**config.mk**
```make
export PLATFORM = sky130hd
export DESIGN_NAME = lru_key_handle_cache
export DESIGN_NICKNAME = d
export VERILOG_FILES = /design/src/lkh_pkg.sv /design/src/lkh_ram.sv /design/src/lkh_ring.sv /design/src/lru_key_handle_cache.sv
export SDC_FILE = /design/constraint.sdc
export NUM_CORES = 2
export LEC_CHECK = 0
export BUFFER_PORTS_ARGS = -buffer_cell sky130_fd_sc_hd__buf_2
export CAP_MARGIN = 20
export CORE_UTILIZATION = 60
export DETAILED_ROUTE_END_ITERATION = 12
export GPL_TIMING_DRIVEN = 0
export PLACE_DENSITY_LB_ADDON = 0.15
export SETUP_SLACK_MARGIN = 0.3
export SYNTH_ARGS = -nofsm -noshare
export SYNTH_HDL_FRONTEND = slang
export SYNTH_SLANG_ARGS = --single-unit
```
**constraint.sdc**
```tcl
create_clock -name i_clk -period 14.9 [get_ports i_clk]
set_input_delay 2.98 -clock i_clk [delete_from_list [all_inputs] [get_ports i_clk]]
set_output_delay 2.98 -clock i_clk [all_outputs]
set_load 0.01 [all_outputs]
```
**src/lkh_pkg.sv**
```systemverilog
// ----------------------------------------------------------------------------
// lkh_pkg
// Shared constants and helpers of the LRU key/handle cache.
// ----------------------------------------------------------------------------
package lkh_pkg;

    localparam int KEY_W = 32;

    // Item kind carried on tuser
    localparam logic KIND_LOOKUP = 1'b0;
    localparam logic KIND_INSERT = 1'b1;

    // Round a bit count up to whole bytes
    function automatic int pad_bytes(input int bits);
        return ((bits + 7) / 8) * 8;
    endfunction

endpackage

```
**src/lkh_ram.sv**
```systemverilog
// ----------------------------------------------------------------------------
// lkh_ram
// Generic simple dual-port RAM: one write port, one registered read port.
// ----------------------------------------------------------------------------
module lkh_ram #(
    parameter int WIDTH = 48,
    parameter int DEPTH = 32
) (
    input  logic                     i_clk,
    input  logic                     i_we,
    input  logic [$clog2(DEPTH)-1:0] i_waddr,
    input  logic [WIDTH-1:0]         i_wdata,
    input  logic [$clog2(DEPTH)-1:0] i_raddr,
    output logic [WIDTH-1:0]         o_rdata
);

    logic [WIDTH-1:0] r_mem [DEPTH];
    logic [WIDTH-1:0] r_rdata;

    always_ff @(posedge i_clk) begin
        if (i_we) begin
            r_mem[i_waddr] <= i_wdata;
        end
        r_rdata <= r_mem[i_raddr];
    end

    assign o_rdata = r_rdata;

endmodule

```
**src/lkh_ring.sv**
```systemverilog
// ----------------------------------------------------------------------------
// lkh_ring
// Ring address unit: maps a list rank onto a physical RAM slot.
// ----------------------------------------------------------------------------
module lkh_ring #(
    parameter int DEPTH = 32
) (
    input  logic [$clog2(DEPTH)-1:0] i_base,
    input  logic [$clog2(DEPTH)-1:0] i_ofs,
    output logic [$clog2(DEPTH)-1:0] o_addr
);

    localparam int AW = $clog2(DEPTH);

    logic [AW:0] sum;
    logic [AW:0] wrap;

    // Both operands stay below DEPTH, so one conditional subtract is enough
    always_comb begin
        sum    = {1'b0, i_base} + {1'b0, i_ofs};
        wrap   = sum - (AW+1)'(DEPTH);
        o_addr = (sum >= (AW+1)'(DEPTH)) ? wrap[AW-1:0] : sum[AW-1:0];
    end

endmodule

```
**src/lru_key_handle_cache.sv**
```systemverilog
// ----------------------------------------------------------------------------
// lru_key_handle_cache
// Move-to-front LRU list of key/handle pairs with lookup-promote and insert.
// ----------------------------------------------------------------------------
//
//  Channel   Dir  Handshake              Payload
//  s (item)  in   i_s_tvalid/o_s_tready  tuser: kind; tdata: key, new_handle
//  m (res)   out  o_m_tvalid/i_m_tready  tdata: hit, handle, evicted,
//                                        evicted_handle, occupancy
//
//  Scan: a lookup walks the list through the single RAM read port, one
//  entry per cycle, while the shared key comparator checks each one; a
//  lookup on an empty list skips the scan.
//  Reset: i_rst_n low clears the list (count and ring base), no sweep.
//  Stalls: the result sits in an output register; while it is not taken,
//  one more item is still accepted, but its result waits and blocks the next.
//
// The list is kept as a ring in one RAM. Rank r lives at slot base+r.
// A lookup scans from the front and, speculatively, writes each entry one
// rank further back as it goes. On a hit the found entry is then written to
// the front; on a miss the whole list has moved back by one, so the last
// entry is written behind it and the base advances, which restores order.
// An insert steps the base back by one and writes the new pair there; when
// the list is full, that slot held the least recent entry, which is read
// first and reported as evicted.
// ----------------------------------------------------------------------------
module lru_key_handle_cache
    import lkh_pkg::*;
#(
    parameter int CACHE_DEPTH = 32,
    parameter int HANDLE_BITS = 16
) (
    input  logic i_clk,
    input  logic i_rst_n,
    // item channel
    input  logic i_s_tvalid,
    output logic o_s_tready,
    // tdata: key [31:0], new_handle [KEY_W +: HANDLE_BITS], zero pad
    input  logic [pad_bytes(KEY_W+HANDLE_BITS)-1:0] i_s_tdata,
    // tuser: kind (0 lookup, 1 insert)
    input  logic i_s_tuser,
    // result channel
    output logic o_m_tvalid,
    input  logic i_m_tready,
    // tdata: hit, handle, evicted, evicted_handle, occupancy, zero pad
    output logic [pad_bytes(2*HANDLE_BITS+2+$clog2(CACHE_DEPTH+1))-1:0] o_m_tdata
);

    localparam int AW    = $clog2(CACHE_DEPTH);
    localparam int CW    = $clog2(CACHE_DEPTH+1);
    localparam int EW    = KEY_W + HANDLE_BITS;
    localparam int OUT_W = pad_bytes(2*HANDLE_BITS+2+CW);

    typedef enum logic [2:0] {
        S_IDLE,
        S_SCAN,
        S_FRONT,
        S_TAIL,
        S_INS_RD,
        S_INS_WR,
        S_RESP
    } t_state;

    t_state                 r_state;
    logic [AW-1:0]          r_base;
    logic [CW-1:0]          r_count;
    logic [AW-1:0]          r_k;
    logic [KEY_W-1:0]       r_key;
    logic [HANDLE_BITS-1:0] r_nh;
    logic [EW-1:0]          r_prev;
    logic                   r_hit;
    logic [HANDLE_BITS-1:0] r_hit_h;
    logic                   r_ev;
    logic [HANDLE_BITS-1:0] r_ev_h;
    logic                   r_out_valid;
    logic [OUT_W-1:0]       r_out_data;

    logic [EW-1:0]          rdata;
    logic [KEY_W-1:0]       rd_key;
    logic [HANDLE_BITS-1:0] rd_h;
    logic                   match;
    logic                   last;
    logic                   full;
    logic [AW-1:0]          n_rel;
    logic [AW-1:0]          base_dec;
    logic [AW-1:0]          base_inc;
    logic [AW-1:0]          rd_ofs;
    logic [AW-1:0]          rd_addr;
    logic [AW-1:0]          wr_ofs;
    logic [AW-1:0]          wr_addr;
    logic                   ram_we;
    logic [AW-1:0]          ram_waddr;
    logic [EW-1:0]          ram_wdata;
    logic [AW-1:0]          ram_raddr;

    assign rd_key   = rdata[EW-1:HANDLE_BITS];
    assign rd_h     = rdata[HANDLE_BITS-1:0];
    assign match    = (rd_key == r_key);
    assign last     = ((CW'(r_k) + CW'(1)) == r_count);
    assign full     = (r_count == CW'(CACHE_DEPTH));
    // Rank just behind the list; wraps onto the base when full
    assign n_rel    = full ? '0 : r_count[AW-1:0];
    assign base_dec = (r_base == '0) ? AW'(CACHE_DEPTH-1) : r_base - AW'(1);

    assign o_s_tready = (r_state == S_IDLE);
    assign o_m_tvalid = r_out_valid;
    assign o_m_tdata  = r_out_data;

    // Read side: prefetch the next rank while the current one is compared
    assign rd_ofs    = ((r_state == S_SCAN) && !last) ? r_k + AW'(1) : '0;
    assign ram_raddr = (r_state == S_INS_RD) ? base_dec : rd_addr;

    always_comb begin
        ram_we    = 1'b0;
        wr_ofs    = '0;
        ram_wdata = r_prev;
        unique case (r_state)
            S_SCAN: begin
                // Push the previous entry one rank back
                ram_we = (r_k != '0);
                wr_ofs = r_k;
            end
            S_FRONT: begin
                ram_we    = 1'b1;
                ram_wdata = {r_key, r_hit_h};
            end
            S_TAIL: begin
                ram_we = 1'b1;
                wr_ofs = n_rel;
            end
            S_INS_WR: begin
                ram_we    = 1'b1;
                ram_wdata = {r_key, r_nh};
            end
            default: begin
                ram_we = 1'b0;
            end
        endcase
    end

    assign ram_waddr = (r_state == S_INS_WR) ? base_dec : wr_addr;

    lkh_ring #(.DEPTH(CACHE_DEPTH)) u_ring_rd (
        .i_base (r_base),
        .i_ofs  (rd_ofs),
        .o_addr (rd_addr)
    );

    lkh_ring #(.DEPTH(CACHE_DEPTH)) u_ring_wr (
        .i_base (r_base),
        .i_ofs  (wr_ofs),
        .o_addr (wr_addr)
    );

    lkh_ring #(.DEPTH(CACHE_DEPTH)) u_ring_inc (
        .i_base (r_base),
        .i_ofs  (AW'(1)),
        .o_addr (base_inc)
    );

    lkh_ram #(.WIDTH(EW), .DEPTH(CACHE_DEPTH)) u_ram (
        .i_clk   (i_clk),
        .i_we    (ram_we),
        .i_waddr (ram_waddr),
        .i_wdata (ram_wdata),
        .i_raddr (ram_raddr),
        .o_rdata (rdata)
    );

    always_ff @(posedge i_clk) begin
        if (!i_rst_n) begin
            r_state     <= S_IDLE;
            r_base      <= '0;
            r_count     <= '0;
            r_out_valid <= 1'b0;
        end else begin
            // Drop the result beat once taken; the response state reloads it
            if (r_out_valid && i_m_tready && (r_state != S_RESP)) begin
                r_out_valid <= 1'b0;
            end
            unique case (r_state)
                S_IDLE: begin
                    if (i_s_tvalid) begin
                        r_key   <= i_s_tdata[KEY_W-1:0];
                        r_nh    <= i_s_tdata[KEY_W +: HANDLE_BITS];
                        r_hit   <= 1'b0;
                        r_hit_h <= '0;
                        r_ev    <= 1'b0;
                        r_ev_h  <= '0;
                        r_k     <= '0;
                        if (i_s_tuser == KIND_INSERT) begin
                            r_state <= S_INS_RD;
                        end else if (r_count == '0) begin
                            r_state <= S_RESP;
                        end else begin
                            r_state <= S_SCAN;
                        end
                    end
                end
                S_SCAN: begin
                    if (match) begin
                        r_hit   <= 1'b1;
                        r_hit_h <= rd_h;
                        // Already at the front: nothing moved
                        r_state <= (r_k == '0) ? S_RESP : S_FRONT;
                    end else begin
                        r_prev <= rdata;
                        if (last) begin
                            r_state <= S_TAIL;
                        end else begin
                            r_k <= r_k + AW'(1);
                        end
                    end
                end
                S_FRONT: begin
                    r_state <= S_RESP;
                end
                S_TAIL: begin
                    // Whole list slid back by one: advance base to undo it
                    r_base  <= base_inc;
                    r_state <= S_RESP;
                end
                S_INS_RD: begin
                    r_state <= S_INS_WR;
                end
                S_INS_WR: begin
                    if (full) begin
                        r_ev   <= 1'b1;
                        r_ev_h <= rd_h;
                    end else begin
                        r_count <= r_count + CW'(1);
                    end
                    r_base  <= base_dec;
                    r_state <= S_RESP;
                end
                S_RESP: begin
                    if (!r_out_valid || i_m_tready) begin
                        r_out_valid <= 1'b1;
                        r_out_data  <= OUT_W'({r_count, r_ev_h, r_ev, r_hit_h, r_hit});
                        r_state     <= S_IDLE;
                    end
                end
                default: begin
                    r_state <= S_IDLE;
                end
            endcase
        end
    end

endmodule

```
# Word-level counts from Yosys, hierarchy flattened
# Memory sizes are Yosys's and may differ from the RTL's. A register that Yosys moved wholly into a read port is not among the register bits.
# Index checks and enable logic that the tools add are counted.
# classes
addsub	10
mul	0
div_mod_pow	0
n_lt_le_gt_ge	3
eq_ne	17
shift	0
mux	39
bitwise	2
reduce_logical	23
# op_table
operator	n
one-hot mux 48 bit (2 select lines)	1
one-hot mux 16 bit (2 select lines)	2
two-way mux 5 bit	11
two-way mux 16 bit	3
== test 32 bit	1
one-hot mux 5 bit (2 select lines)	3
two-way mux 3 bit	7
subtractor 5 x 1 -> 5 bit (second input constant)	4
>= comparator 6 bit (second input constant)	3
one-hot mux 3 bit (5 select lines)	1
adder 5 x 1 -> 6 bit (second input constant)	2
adder 5 x 5 -> 6 bit	2
!= test 2 bit (second input constant)	6
AND reduction 3 bit	4
logical NOT 5 bit	2
== test 3 bit (second input constant)	3
two-way mux 1 bit	8
AND reduction 4 bit	2
adder 6 x 1 -> 6 bit (second input constant)	1
== test 3 x 2 -> 1 bit (second input constant)	2
== test 6 bit	1
== test 6 bit (second input constant)	1
logical NOT 6 bit	1
!= test 3 bit (second input constant)	2
other kinds (13)	21
# totals
reg_bits	190
latchBits	0
mem_bits_rw	1536
mem_bits_ro	0
input_bits	53
out_inout_bits	42
wordCells	108
mem_count	1
# mem_list
name	depth	word_bits	read_ports	rd_ports_with_merged_regs	wr	line	source
u_ram.r_mem	32	48	1	1	1	lkh_ram.sv:17	logic [WIDTH-1:0] r_mem [DEPTH];

# Longest topological paths before layout
# depth
depth_word	9
mapped_depth	21
mapped_depth_nobuf	18

# Hierarchy
# From an unflattened synthesis, not the netlist that was laid out.
# hier_totals
cells_unflattened	3967
hier_area_um2	69085.0
# modules_own_cells
mod	instances	cells_per_inst	area_each_um2	seq_area_each_um2
lkh_ram	1	3364	60724.5	47085.2
lru_key_handle_cache	1	546	7895.1	5555.3
lkh_ring	3	19	155.1	0.0

# Least setup slack after synthesis
# No wires, ideal clock.
# synth_path
path_type	input port to flip-flop
start	in i_rst_n
end	reg r_prev[0] (enable)
setup_time_ns	0.454
arrival_time_ns	5.395
required_time_ns	14.446
slack_ns	9.052
cell_stages	3
path_cell_list	clkinv_1 buf_1 nor2_1
# synth_between
elab_chain_len	1
# synth_lines
element	line	source
start: declaration	lru_key_handle_cache.sv:34	input logic i_rst_n,
AND reduction 3 bit (no line)	--	
end signal: assignment	lru_key_handle_cache.sv:207	r_prev <= rdata;
end: declaration	lru_key_handle_cache.sv:70	logic [EW-1:0] r_prev;
# Every way passes these cells.
# A chain may end at the register's enable or synchronous reset.

# Final worst setup path
# layout_path
start	reg r_k[0]
end	reg u_ram.r_rdata[37], in the netlist u_ram.o_rdata[37] (read register of u_ram.r_mem)
# layout_between
elab_chain_len	9
elab_cells_between_ends	11
cone_classes	add/sub: 4; order compare: 1; eq/ne: 1; mux: 3; reduce/logical: 2
# layout_lines
element	line	source
start: declaration	lru_key_handle_cache.sv:67	logic [AW-1:0] r_k;
start signal: assignment	lru_key_handle_cache.sv:211	r_k <= r_k + AW'(1);
adder 5 x 1 -> 6 bit	lru_key_handle_cache.sv:99	assign last = ((CW'(r_k) + CW'(1)) == r_count);
== test 6 bit	lru_key_handle_cache.sv:99	
logical NOT 1 bit	lru_key_handle_cache.sv:110	assign rd_ofs = ((r_state == S_SCAN) && !last) ? r_k + AW'(1) : '0;
logical AND 1 bit	lru_key_handle_cache.sv:110	
two-way mux 5 bit *	lru_key_handle_cache.sv:110	
adder 5 x 5 -> 6 bit *	lkh_ring.sv:20	sum = {1'b0, i_base} + {1'b0, i_ofs};
subtractor 5 x 1 -> 5 bit / >= comparator 6 bit (equally long branches)	lkh_ring.sv:21, lkh_ring.sv:22	
two-way mux 5 bit *	lkh_ring.sv:22	o_addr = (sum >= (AW+1)'(DEPTH)) ? wrap[AW-1:0] : sum[AW-1:0];
two-way mux 5 bit *	lru_key_handle_cache.sv:111	assign ram_raddr = (r_state == S_INS_RD) ? base_dec : rd_addr;
end: declaration	lkh_ram.sv:18	logic [WIDTH-1:0] r_rdata;
# Every way passes the cells marked *; elsewhere a longest branch is shown, timed or not.

==> flow_summary_export.csv <==
group,metric,value,unit
place,portBuffers,94,
sta,fmax,0.159,GHz
worst_setup_path,critPathLaunchType,"flop",
sta,finalSetupTns,0,ns
place,place_inst,6077,
die,core-area,0.115,sq mm
final_layout,post-route-cell-area,0.0796,sq mm
die,start_util,60.9,%
final_layout,drive_above_1_share,13.3,%
worst_setup_path,endpoint_kind,"flop",
yosys,synthMostInstantiatedCell,"edfxtp_1",
route,vias,40000,
worst_setup_path,slowest_stage,"mux2i_1",
yosys,yosysUniqueCellTypes,55,
global_routing,antenna_found_initial,7,
yosys,syn_inst,4408,
yosys,synthArstFlopShare,0,%
die,die_width,344,microns
die,die_area,0.118,sq mm
global_routing,grt_max_degree,35,
sta,maxSlewViolCount,0,
sta,slew_headroom,24.3,%
yosys,netlist_area,0.0700,sq mm
sta,hold_violations,0,
sta,min_period_over_period,42.2,%
hold_path,worst_hold_path.num_cells,0,
worst_setup_path,crit_path_max_fanout,10,
clock_network,clockRootBuffer,"clkbuf_16",
job,maxCapViolCount,0,
route,drt_iter0_markers,5087,
power,total_power,18.3,mW
final_layout,final_cells,6409,
clock_network,clk-insertion-delay-late,0.80,ns
power,power_density,229,mW/mm^2
final_layout,fin_util,69.3,%
yosys,synth_area_leaders,"edfxtp_1 73%, mux2i_1 11%, nand2_1 3.9%",
sta,rsz0062_at_grt,"no",
yosys,yosys.area_share.simple,8.07,%
clock_network,cts_resized,0,
sta,period_minus_slack,6.28,ns
power,worst_ir_drop_vdd,0.145,mV
hold_path,hold_path_class,"flop to flop",
worst_setup_path,path_cells,"ha_1 > xnor2_1 > xor2_1 > o2111ai_1 > a21oi_2 > or3_1 > inv_1 > ha_1 > a21o_1 > a21oi_1 > xnor2_1 > mux2i_1 > buf_2 > buf_2 > buf_2 > mux2i_1 > mux2i_1 > mux2_2",
yosys,synth_commonest_cells,"1711 x edfxtp_1, 773 x mux2i_1, 726 x nand2_1",
yosys,synth_seq_area_share,75.2,%
route,vias_per_cell,6.25,
yosys,synth.mux.area_fraction,12.4,%
yosys,synth_top_area_cell,"edfxtp_1",
yosys,synth_top_family_by_area,"multiplexers",
sta,setup_viol,0,
yosys,ys.flop_type,"edfxtp_1",
worst_setup_path,cp_top_family,"buffers and inverters",
worst_setup_path,cp_num_cells,18,
place,hpwl,120000,microns
route,m1WireLength,71300,microns
yosys,ys.warnings.count,0,
route,top_layer,"met5",
clock_network,cts_made_buffers,173,
clock_network,cts-hold-fix-buffers,0,
global_routing,grt_pass1_wl,257000,microns
outcome,status,"finished clean",
clock_network,cts_buffer_depth,3,
yosys,synth_xor_area_share,0.701,%
worst_setup_path,crit_required,15.58,ns
yosys,synth-compound-area-share,1.64,%
route,wl_met2,82300,microns
sta,finClkSkew,0.0190,ns
final_layout,fin_nets,4819,
worst_setup_path,crit_type,"flop to flop",
power,p_leak,27.2,nW
global_routing,grtUsageTotal,30.5,%
clock_network,clock_sinks,1774,
worst_setup_path,critPathArrivalTime,6.96,ns
route,wl_per_cell,27.9,microns
worst_setup_path,slowest_delay,0.76,ns
route,first_pass_iters,7,
yosys,synthAdderAreaFrac,0.307,%
sta,hold_ws,0.420,ns
sta,fin_ws,8.62,ns
route,drc_errors,0,
worst_setup_path,r2r_cells,18,
yosys,synth_top_area_share,73.4,%
global_routing,grt.overflow.total,0,
clock_network,cts_tree,"built",
clock_network,clkTransAtPathRegs,0.06,ns
yosys,synth_fp_nets,4477,
place,place_ws,8.89,ns
global_routing,grt_pass1_vias,39100,
yosys,synth.avg_cell_area,15.9,sq um
place,gp_congestion,0.885,
clock_network,htree_levels,4,
die,rows,124,
clock_network,postCtsSetupBuffers,0,
worst_setup_path,crit_buf_inv,4,
route,postRouteAntennaNets,0,
route,met3_length,18300,microns
route,drt_wl_total,179000,microns
die,ioPinCount,95,
die,die_height,344,microns
final_layout,areaGrowthSynthToFinish,13.8,%
yosys,synth_seq_cells,1774,
yosys,synth_enable_flop_cells,1711,
sta,tightestPinTransition,1.13,ns
place,place_area,0.0739,sq mm
metal layers:
layer | up-vias | track usage (%)
li1 | 17400 | -
met1 | 20000 | 42.4
met2 | 2234 | 47.4
met3 | 436 | 6.73
met4 | 4 | 11.9
met5 | - | 0
flip-flops by register name, summed over array words and instances, names as in the netlist, 3 cells and up:
signal	count
r_k	5
r_nh	16
u_ram.o_rdata	48
r_key	32
r_prev	48
o_m_tdata	40
r_base	5
r_hit_h	16
r_state	3
r_count	6
u_ram.r_mem	1536
r_ev_h	16
layout make-up:
type                       instances  area, sq um
sequential                      1774        52600
fill                            7461        35300
multi-input combinational       2371        16400
clock buffer                     232         4710
timing repair buffer             167         2000
tap                             1512         1890
buffer                           247         1140
clock inverter                    88          729
inverter                          16         60.1
antenna                            2         5.00
final timing paths:
check	slack, ns	endpoint	start
min reg2reg	0.42	o_m_tdata[0]	r_hit
min	0.42	o_m_tdata[0]	r_hit
max	8.62	u_ram.o_rdata[37]	r_k[0]
max reg2reg	8.62	u_ram.o_rdata[37]	r_k[0]
power breakdown:
part	internal, mW	switching (mW)
Combinational	2.45	5.06
Clock	2.38	1.84
Sequential	6.40	0.130
Total	11.2	7.03
kinds of logic (layout without fill, tap and decap cells):
group | count (synthesis) | in the layout
muxes | 854 | 854
other | 0 | 2
adders and majority gates | 16 | 16
DFF | 1774 | 1774
and+or+nand+nor | 1276 | 1276
AOI/OAI and AO/OA | 169 | 169
xor gates and xnor gates | 56 | 56
buffers and inverters | 263 | 750
cells in the final DEF, fill, tap and decap left out, types with 21 or more instances in the layout:
master | synthesis | final
buf_2 | 107 | 201
and2_1 | 21 | 21
mux2_2 | 81 | 81
a32oi_1 | 49 | 49
xor2_1 | 43 | 43
dfxtp_1 | 63 | 63
nand4_1 | 101 | 101
nand2_1 | 726 | 726
o21ai_1 | 35 | 35
clkbuf_16 | 0 | 176
clkbuf_1 | 103 | 149
edfxtp_1 | 1711 | 1711
nor2_4 | 0 | 35
buf_12 | 0 | 57
nor2_1 | 76 | 41
nand3_1 | 288 | 288
clkinv_1 | 1 | 42
mux2i_1 | 773 | 772
o21ai_0 | 25 | 25
Power figures use the tool's default switching activity.
